==> config.mk <==
export PLATFORM = sky130hd
export DESIGN_NAME = markup_tag_tokenizer_core
export DESIGN_NICKNAME = d
export VERILOG_FILES = /design/src/rtl/mtt_pkg.sv /design/src/rtl/markup_tag_tokenizer_core.sv /design/src/rtl/mtt_step.sv
export SDC_FILE = /design/constraint.sdc
export NUM_CORES = 1
export LEC_CHECK = 0
export ABC_AREA = 1
export BUFFER_PORTS_ARGS = -buffer_cell sky130_fd_sc_hd__buf_2
export CAP_MARGIN = 20
export CORE_UTILIZATION = 50
export DETAILED_ROUTE_END_ITERATION = 6
export GPL_ROUTABILITY_DRIVEN = 1
export GPL_TIMING_DRIVEN = 0
export MAX_ROUTING_LAYER = met4
export PLACE_DENSITY_LB_ADDON = 0.3
export SKIP_CTS_REPAIR_TIMING = 1
export SYNTH_ARGS = -nofsm -noshare
export SYNTH_HDL_FRONTEND = slang
export SYNTH_HIERARCHICAL = 1
export SYNTH_SLANG_ARGS = --single-unit
==> constraint.sdc <==
create_clock -name clk -period 3.5 [get_ports clk]
set_clock_uncertainty 0.05 [all_clocks]
set_input_delay 0.175 -clock clk [delete_from_list [all_inputs] [get_ports clk]]
set_output_delay 0.175 -clock clk [all_outputs]
set_load 0.02 [all_outputs]
==> src/rtl/mtt_pkg.sv <==
// ----------------------------------------------------------------------------
// mtt_pkg
// Types, codes and helpers shared by the markup tag tokenizer modules.
// ----------------------------------------------------------------------------
package mtt_pkg;

    // longest token kept; further characters are dropped and flagged
    localparam int MAX_TOKEN_LENGTH = 255;
    localparam int CNT_W = $clog2(MAX_TOKEN_LENGTH + 1);

    localparam int LEN_FIELD_MAX = 255;

    // input item kinds
    localparam logic [1:0] KIND_BYTE    = 2'd0;
    localparam logic [1:0] KIND_EOS     = 2'd1;
    localparam logic [1:0] KIND_RESTART = 2'd2;

    // result events
    localparam logic [1:0] EV_CHAR = 2'd0;
    localparam logic [1:0] EV_DONE = 2'd1;
    localparam logic [1:0] EV_EOS  = 2'd2;

    // token types
    localparam logic [1:0] TY_START = 2'd0;
    localparam logic [1:0] TY_DATA  = 2'd1;
    localparam logic [1:0] TY_END   = 2'd2;

    localparam logic [7:0] CH_LT    = 8'h3C;
    localparam logic [7:0] CH_GT    = 8'h3E;
    localparam logic [7:0] CH_SLASH = 8'h2F;

    localparam logic signed [7:0] DEPTH_MAX = 8'sd127;
    localparam logic signed [7:0] DEPTH_MIN = -8'sd128;

    typedef enum logic [6:0] {
        ST_START     = 7'b0000001,
        ST_OPEN      = 7'b0000010,
        ST_NAME      = 7'b0000100,
        ST_DATA      = 7'b0001000,
        ST_CLOSE     = 7'b0010000,
        ST_AFTER_END = 7'b0100000,
        ST_DONE      = 7'b1000000
    } state_t;

    typedef struct packed {
        state_t            parse_state;
        logic signed [7:0] depth;
        logic [CNT_W-1:0]  chars;
        logic              overflow;
    } tok_state_t;

    typedef struct packed {
        logic [1:0]        event_res;
        logic [1:0]        token_type;
        logic [7:0]        token_char;
        logic [7:0]        token_length;
        logic              truncated;
        logic signed [7:0] nesting_depth;
    } tok_result_t;

    function automatic logic is_blank(input logic [7:0] c);
        return (c == 8'd32) || ((c >= 8'd9) && (c <= 8'd13));
    endfunction

    function automatic logic [7:0] len_field(input logic [CNT_W-1:0] n);
        if (32'(n) > 32'(LEN_FIELD_MAX))
            return 8'(LEN_FIELD_MAX);
        return 8'(n);
    endfunction

endpackage

==> src/rtl/markup_tag_tokenizer_core.sv <==
// ----------------------------------------------------------------------------
// markup_tag_tokenizer_core
// Streams start tags, data fields and end tags out one character per item.
// ----------------------------------------------------------------------------
// channel  dir  tdata                        tuser
// s_*      in   text_byte[7:0]               kind[1:0]
// m_*      out  type,char,len,trunc,depth    event_res[1:0]
//
// One input item per cycle while s_tready is high; its result, if any,
// appears in the output register on the next cycle. The parser state updates at accept.
// s_tready is low only while a result is held and m_tready is low.
// Reset puts the parser at the start state with depth, length and flag zero.
// ----------------------------------------------------------------------------
module markup_tag_tokenizer_core (
    input  logic        clk,
    input  logic        rst_n,
    input  logic        s_tvalid,
    output logic        s_tready,
    input  logic [7:0]  s_tdata,   // [7:0] text_byte
    input  logic [1:0]  s_tuser,   // [1:0] kind
    output logic        m_tvalid,
    input  logic        m_tready,
    // [1:0] token_type, [9:2] token_char, [17:10] token_length,
    // [18] truncated, [26:19] nesting_depth, [31:27] zero
    output logic [31:0] m_tdata,
    output logic [1:0]  m_tuser    // [1:0] event_res
);

    mtt_pkg::tok_state_t  st_reg;
    mtt_pkg::tok_state_t  st_next;
    mtt_pkg::tok_result_t res;
    mtt_pkg::tok_result_t out_reg;
    logic                 res_valid;
    logic                 out_valid_reg;
    logic                 out_valid_next;
    logic                 accept;

    mtt_step u_step (
        .cur       (st_reg),
        .kind      (s_tuser),
        .text_byte (s_tdata),
        .nxt       (st_next),
        .res_valid (res_valid),
        .res       (res)
    );

    assign s_tready = !out_valid_reg || m_tready;
    assign accept   = s_tvalid && s_tready;

    always_comb
    begin
        out_valid_next = out_valid_reg && !m_tready;
        if (accept && res_valid)
            out_valid_next = 1'b1;
    end

    always_ff @(posedge clk or negedge rst_n)
    begin
        if (!rst_n)
        begin
            st_reg.parse_state <= mtt_pkg::ST_START;
            st_reg.depth       <= '0;
            st_reg.chars       <= '0;
            st_reg.overflow    <= 1'b0;
            out_valid_reg      <= 1'b0;
        end
        else
        begin
            if (accept)
                st_reg <= st_next;
            out_valid_reg <= out_valid_next;
        end
    end

    always_ff @(posedge clk)
    begin
        if (accept && res_valid)
            out_reg <= res;
    end

    assign m_tvalid = out_valid_reg;
    assign m_tuser  = out_reg.event_res;
    assign m_tdata  = {5'd0, out_reg.nesting_depth, out_reg.truncated,
                       out_reg.token_length, out_reg.token_char, out_reg.token_type};

`ifndef SYNTHESIS
    a_restart_clears: assert property (@(posedge clk) disable iff (!rst_n)
        accept && s_tuser == mtt_pkg::KIND_RESTART |=>
            st_reg.parse_state == mtt_pkg::ST_START && st_reg.depth == 8'sd0 &&
            st_reg.chars == '0 && !st_reg.overflow)
        else $error("restart did not clear parser state");

    a_eos_result: assert property (@(posedge clk) disable iff (!rst_n)
        accept && s_tuser == mtt_pkg::KIND_EOS |=>
            m_tvalid && m_tuser == mtt_pkg::EV_EOS && m_tdata[18:0] == 19'd0)
        else $error("end of stream result missing or not clean");

    a_len_bound: assert property (@(posedge clk) disable iff (!rst_n)
        32'(st_reg.chars) <= 32'(mtt_pkg::MAX_TOKEN_LENGTH))
        else $error("token length beyond buffer size");

    a_char_zero: assert property (@(posedge clk) disable iff (!rst_n)
        m_tvalid && m_tuser != mtt_pkg::EV_CHAR |-> m_tdata[9:2] == 8'd0)
        else $error("token_char not zero on completion item");
`endif

endmodule

==> src/rtl/mtt_step.sv <==
// ----------------------------------------------------------------------------
// mtt_step
// Next-state and result logic for one input item of the tokenizer.
// ----------------------------------------------------------------------------
module mtt_step (
    input  mtt_pkg::tok_state_t  cur,
    input  logic [1:0]           kind,
    input  logic [7:0]           text_byte,
    output mtt_pkg::tok_state_t  nxt,
    output logic                 res_valid,
    output mtt_pkg::tok_result_t res
);

    logic       do_add;
    logic       do_fin;
    logic [1:0] ttype;

    always_comb
    begin
        nxt       = cur;
        res_valid = 1'b0;
        res       = '0;
        do_add    = 1'b0;
        do_fin    = 1'b0;
        ttype     = mtt_pkg::TY_START;

        if (kind == mtt_pkg::KIND_RESTART)
        begin
            nxt.parse_state = mtt_pkg::ST_START;
            nxt.depth       = '0;
            nxt.chars       = '0;
            nxt.overflow    = 1'b0;
        end
        else if (kind == mtt_pkg::KIND_EOS)
        begin
            nxt.parse_state   = mtt_pkg::ST_DONE;
            nxt.chars         = '0;
            nxt.overflow      = 1'b0;
            res_valid         = 1'b1;
            res.event_res     = mtt_pkg::EV_EOS;
            res.nesting_depth = cur.depth;
        end
        else if (kind == mtt_pkg::KIND_BYTE)
        begin
            unique case (cur.parse_state)
                mtt_pkg::ST_START, mtt_pkg::ST_AFTER_END:
                begin
                    if (text_byte == mtt_pkg::CH_LT)
                        nxt.parse_state = mtt_pkg::ST_OPEN;
                end
                mtt_pkg::ST_OPEN:
                begin
                    if (!mtt_pkg::is_blank(text_byte))
                    begin
                        if (text_byte == mtt_pkg::CH_SLASH)
                            nxt.parse_state = mtt_pkg::ST_CLOSE;
                        else if (text_byte == mtt_pkg::CH_GT)
                            nxt.parse_state = mtt_pkg::ST_DATA;
                        else
                        begin
                            nxt.parse_state = mtt_pkg::ST_NAME;
                            do_add          = 1'b1;
                        end
                    end
                end
                mtt_pkg::ST_NAME:
                begin
                    if (!mtt_pkg::is_blank(text_byte))
                    begin
                        if (text_byte == mtt_pkg::CH_GT)
                        begin
                            nxt.parse_state = mtt_pkg::ST_DATA;
                            if (cur.depth != mtt_pkg::DEPTH_MAX)
                                nxt.depth = cur.depth + 8'sd1;
                            do_fin = 1'b1;
                        end
                        else
                            do_add = 1'b1;
                    end
                end
                mtt_pkg::ST_DATA:
                begin
                    ttype = mtt_pkg::TY_DATA;
                    if (text_byte == mtt_pkg::CH_LT)
                    begin
                        nxt.parse_state = mtt_pkg::ST_OPEN;
                        do_fin          = 1'b1;
                    end
                    else
                        do_add = 1'b1;
                end
                mtt_pkg::ST_CLOSE:
                begin
                    ttype = mtt_pkg::TY_END;
                    if (!mtt_pkg::is_blank(text_byte))
                    begin
                        if (text_byte == mtt_pkg::CH_GT)
                        begin
                            nxt.parse_state = mtt_pkg::ST_AFTER_END;
                            if (cur.depth != mtt_pkg::DEPTH_MIN)
                                nxt.depth = cur.depth - 8'sd1;
                            do_fin = 1'b1;
                        end
                        else
                            do_add = 1'b1;
                    end
                end
                default:
                begin
                    // finished stream: bytes ignored until restart
                end
            endcase

            if (do_add)
            begin
                if (cur.chars >= mtt_pkg::CNT_W'(mtt_pkg::MAX_TOKEN_LENGTH))
                    nxt.overflow = 1'b1;
                else
                begin
                    nxt.chars         = cur.chars + 1'b1;
                    res_valid         = 1'b1;
                    res.event_res     = mtt_pkg::EV_CHAR;
                    res.token_type    = ttype;
                    res.token_char    = text_byte;
                    res.token_length  = mtt_pkg::len_field(nxt.chars);
                    res.truncated     = cur.overflow;
                    res.nesting_depth = nxt.depth;
                end
            end
            else if (do_fin)
            begin
                res_valid         = 1'b1;
                res.event_res     = mtt_pkg::EV_DONE;
                res.token_type    = ttype;
                res.token_length  = mtt_pkg::len_field(cur.chars);
                res.truncated     = cur.overflow;
                res.nesting_depth = nxt.depth;
                nxt.chars         = '0;
                nxt.overflow      = 1'b0;
            end
        end
    end

endmodule
==> out/qor.yml <==
run_status: "completed"
timing.final.max_slew_violations: 0
fin_nets: 645
die_area_um2: 8390
regToRegStartpoint: "st_reg[17]"
cts_inserted_buffers: 5
worstPathMaxFanout: 29
hold_violations: 0
finish.utilization_pct: 58.1
synth.ff_latch_count: 54
arrival_ps: 2980
vias_in_the_first_global_route: 3875
fp_rows: 32
critical_path.endpoint_type: "flop"
tritoncts_clock_tree: "done"
port-buffer-count: 41
rrSetupSlack_ps: 410
ys.warnings.count: 6
p_per_area_nw_per_um2: 316
worst_setup_hold_path_clk_slew_ps: 110
swShare_pct: 30.2
net_switching_power_uw: 429
cts.sinks: 54
vias: 4025
worstHoldPathType: "input port to flop"
synth-seq-area-share_pct: 37.3
clock_latency_ps: 320
final_layout_size_suffix_gt1_share_pct: 18.7
hold-path-cell-count: 3
netlist-cell-type-count: 34
hold_end: "st_reg[8]"
initial_utilization_pct: 52.0
finalWorstPathRequiredPeriod_ps: 3090
core-area_um2: 7730
final_antenna_net_count: 0
required_ps: 3400
setup.worst_path.class: "flop to flop"
syn-cell-area_um2: 4020
fmax_mhz: 324
tightestPinTransition_ps: 903
max-cap-violations: 0
worst_r2r_path_depth: 15
drc: 0
clock_group_share_of_total_power_pct: 30.7
ys_dominant_reg_cell: "sky130_fd_sc_hd__edfxtp_1"
synth-async-reset-ratio_pct: 46.3
seq_power_share_pct: 50.2
detailedRoute.firstPassIterationCount: 6
r2r-end: "m_tdata[23]"
totalWireLength_mm: 10.9
ioPinCount: 50
clock_tree.htree_level_count: 2
place.gp.congestion: 0.912
syn_area_per_cell_um2: 7.01
min-delay-start: "s_tvalid"
relSlewSlack_pct: 39.7
grt_start_max_net_pins: 30
worst_setup_path_start_kind: "flop"
grt_setup_unrepaired: "false"
horizontal_die_dimension_um: 91.6
dr.first_iter.drc_count: 404
layout.cells.non_filler: 729
y_dimension_of_the_die_um: 91.6
setup_violation_total_in_the_final_timing_report: 0
finalCritPeriodShare_pct: 88.2
wire_length_of_the_first_global_routing_pass_mm: 18.3
route.detailed.vias_per_inst: 5.52
clock_tree.buffer_depth: 2
leakage_nw: 2.12
antenna_found_initial: 0
layout-area-overhead-vs-synth_pct: 11.8
part_of_the_total_power_dissipated_in_combinational_logic_pct: 19.1
grt_util_all_layers_pct: 28.2
ir_drop_mv: 0.199
placedCellCount: 720
internal_power_uw: 990
clk_root_buffer_cell: "sky130_fd_sc_hd__clkbuf_8"
fill_cells: 764
largest_reg_flops: 27
synth_enable_flop_cells: 29
grt_remaining_overflow: 0
critical_path.startpoint: "st_reg[17]"
postSynthCellCount: 573
detailed_place_hpwl_mm: 8.00
antenna-diode-count: 0
avgRoutedWirePerCell_um: 14.9
-- metrics by stage --
step                hold WS [ps]  TNS [ps]  power, mW  instance area (µm²)  setup slack [ps]
finish                       135         0       1.42                 4490               414
global route                 135         0       1.49                 4490               191
CTS                         -196         0       1.43                 4480               407
detailed placement           160         0      0.991                 4370               324
global placement             158    -27870      0.984                 4360              -963
floorplan                   -171         0      0.918                 4030               187
-- worst max-delay path by stage --
stage	slack, ps	end
finish	410	m_tdata[23]
global route	190	m_tdata[19]
CTS	410	m_tuser[0]
detailed placement	320	m_tdata[12]
global placement	-960	m_tdata[15]
floorplan	190	m_tdata[0]
-- layout by cell type, fill, tap and decap left out, types with 10 or more instances in the layout --
cell / count
sky130_fd_sc_hd__nand2_1: 167
sky130_fd_sc_hd__nand3_1: 88
sky130_fd_sc_hd__nor2_1: 56
sky130_fd_sc_hd__inv_1: 55
sky130_fd_sc_hd__buf_2: 46
sky130_fd_sc_hd__edfxtp_1: 29
sky130_fd_sc_hd__o21ai_0: 25
sky130_fd_sc_hd__dfrtp_1: 24
sky130_fd_sc_hd__a21oi_1: 16
sky130_fd_sc_hd__nor2_2: 10
-- critical path, cell delays in order (launching register included) --
cell and delay (ps):
sky130_fd_sc_hd__dfstp_2 570, sky130_fd_sc_hd__nor2_2 60, sky130_fd_sc_hd__nand2_2 90, sky130_fd_sc_hd__inv_2 50, sky130_fd_sc_hd__nand2_4 100, sky130_fd_sc_hd__nand2_4 110
sky130_fd_sc_hd__nand2_2 120, sky130_fd_sc_hd__nor2_4 50, sky130_fd_sc_hd__nor2_4 170, sky130_fd_sc_hd__nand2_4 90, sky130_fd_sc_hd__nand2_2 100, sky130_fd_sc_hd__nand3_2 90
sky130_fd_sc_hd__buf_6 180, sky130_fd_sc_hd__nand2_1 60, sky130_fd_sc_hd__inv_1 70, sky130_fd_sc_hd__nor2_4 690
-- cells in the mapped netlist, types with 8 or more instances --
library cell,count,area share [%]
sky130_fd_sc_hd__o21ai_0,25,3.1
sky130_fd_sc_hd__nand2_1,167,16
sky130_fd_sc_hd__o21ai_1,8,1.0
sky130_fd_sc_hd__nor2_1,57,5.3
sky130_fd_sc_hd__buf_4,9,1.7
sky130_fd_sc_hd__dfrtp_1,24,15
sky130_fd_sc_hd__inv_1,55,5.1
sky130_fd_sc_hd__nor2_2,10,1.6
sky130_fd_sc_hd__a21oi_1,16,2.0
sky130_fd_sc_hd__inv_2,8,0.75
sky130_fd_sc_hd__edfxtp_1,29,22
sky130_fd_sc_hd__nand3_1,88,11
-- power by group through the flow --
stage / registers [mW] / logic, mW / clock network [mW]
after floorplan: 0.735 / 0.183 / 0
after global placement: 0.725 / 0.258 / 0
after detailed placement: 0.725 / 0.265 / 0
after CTS: 0.712 / 0.267 / 0.448
after global routing: 0.716 / 0.304 / 0.466
final: 0.712 / 0.271 / 0.435
-- logic make-up (layout without fill, tap and decap cells) --
family,after synthesis,after routing,share of synthesized area [%]
AOI/OAI and AO/OA,62,62,8.54
buffers and inverters,87,137,9.97
and+or+nand+nor,357,357,41.0
xor gates and xnor gates,7,7,1.53
DFF,54,54,37.3
other,1,5,0.0934
adders and majority gates,5,5,1.56
-- final cells by class --
cell class              count  area, µm²  area share, %
plain buffers              21        153           3.40
well taps                 102        128           2.84
inverters                  66        248           5.52
flip-flops and latches     54       1500           33.4
clock inverters             2       37.5          0.836
repair buffers             42        215           4.79
multi-input cells         436       2140           47.6
clock buffers               6       72.6           1.62
-- metal layers --
layer | part of all wire, % | up-vias | GRT usage [%]
met5 | 0 | - | -
met4 | 2.8 | 0 | 12.8
met3 | 6.3 | 27 | 4.23
met2 | 46 | 174 | 43.8
met1 | 45 | 1863 | 36.5
li1 | - | 1961 | -
No activity file was read; power rests on OpenSTA's default activity.
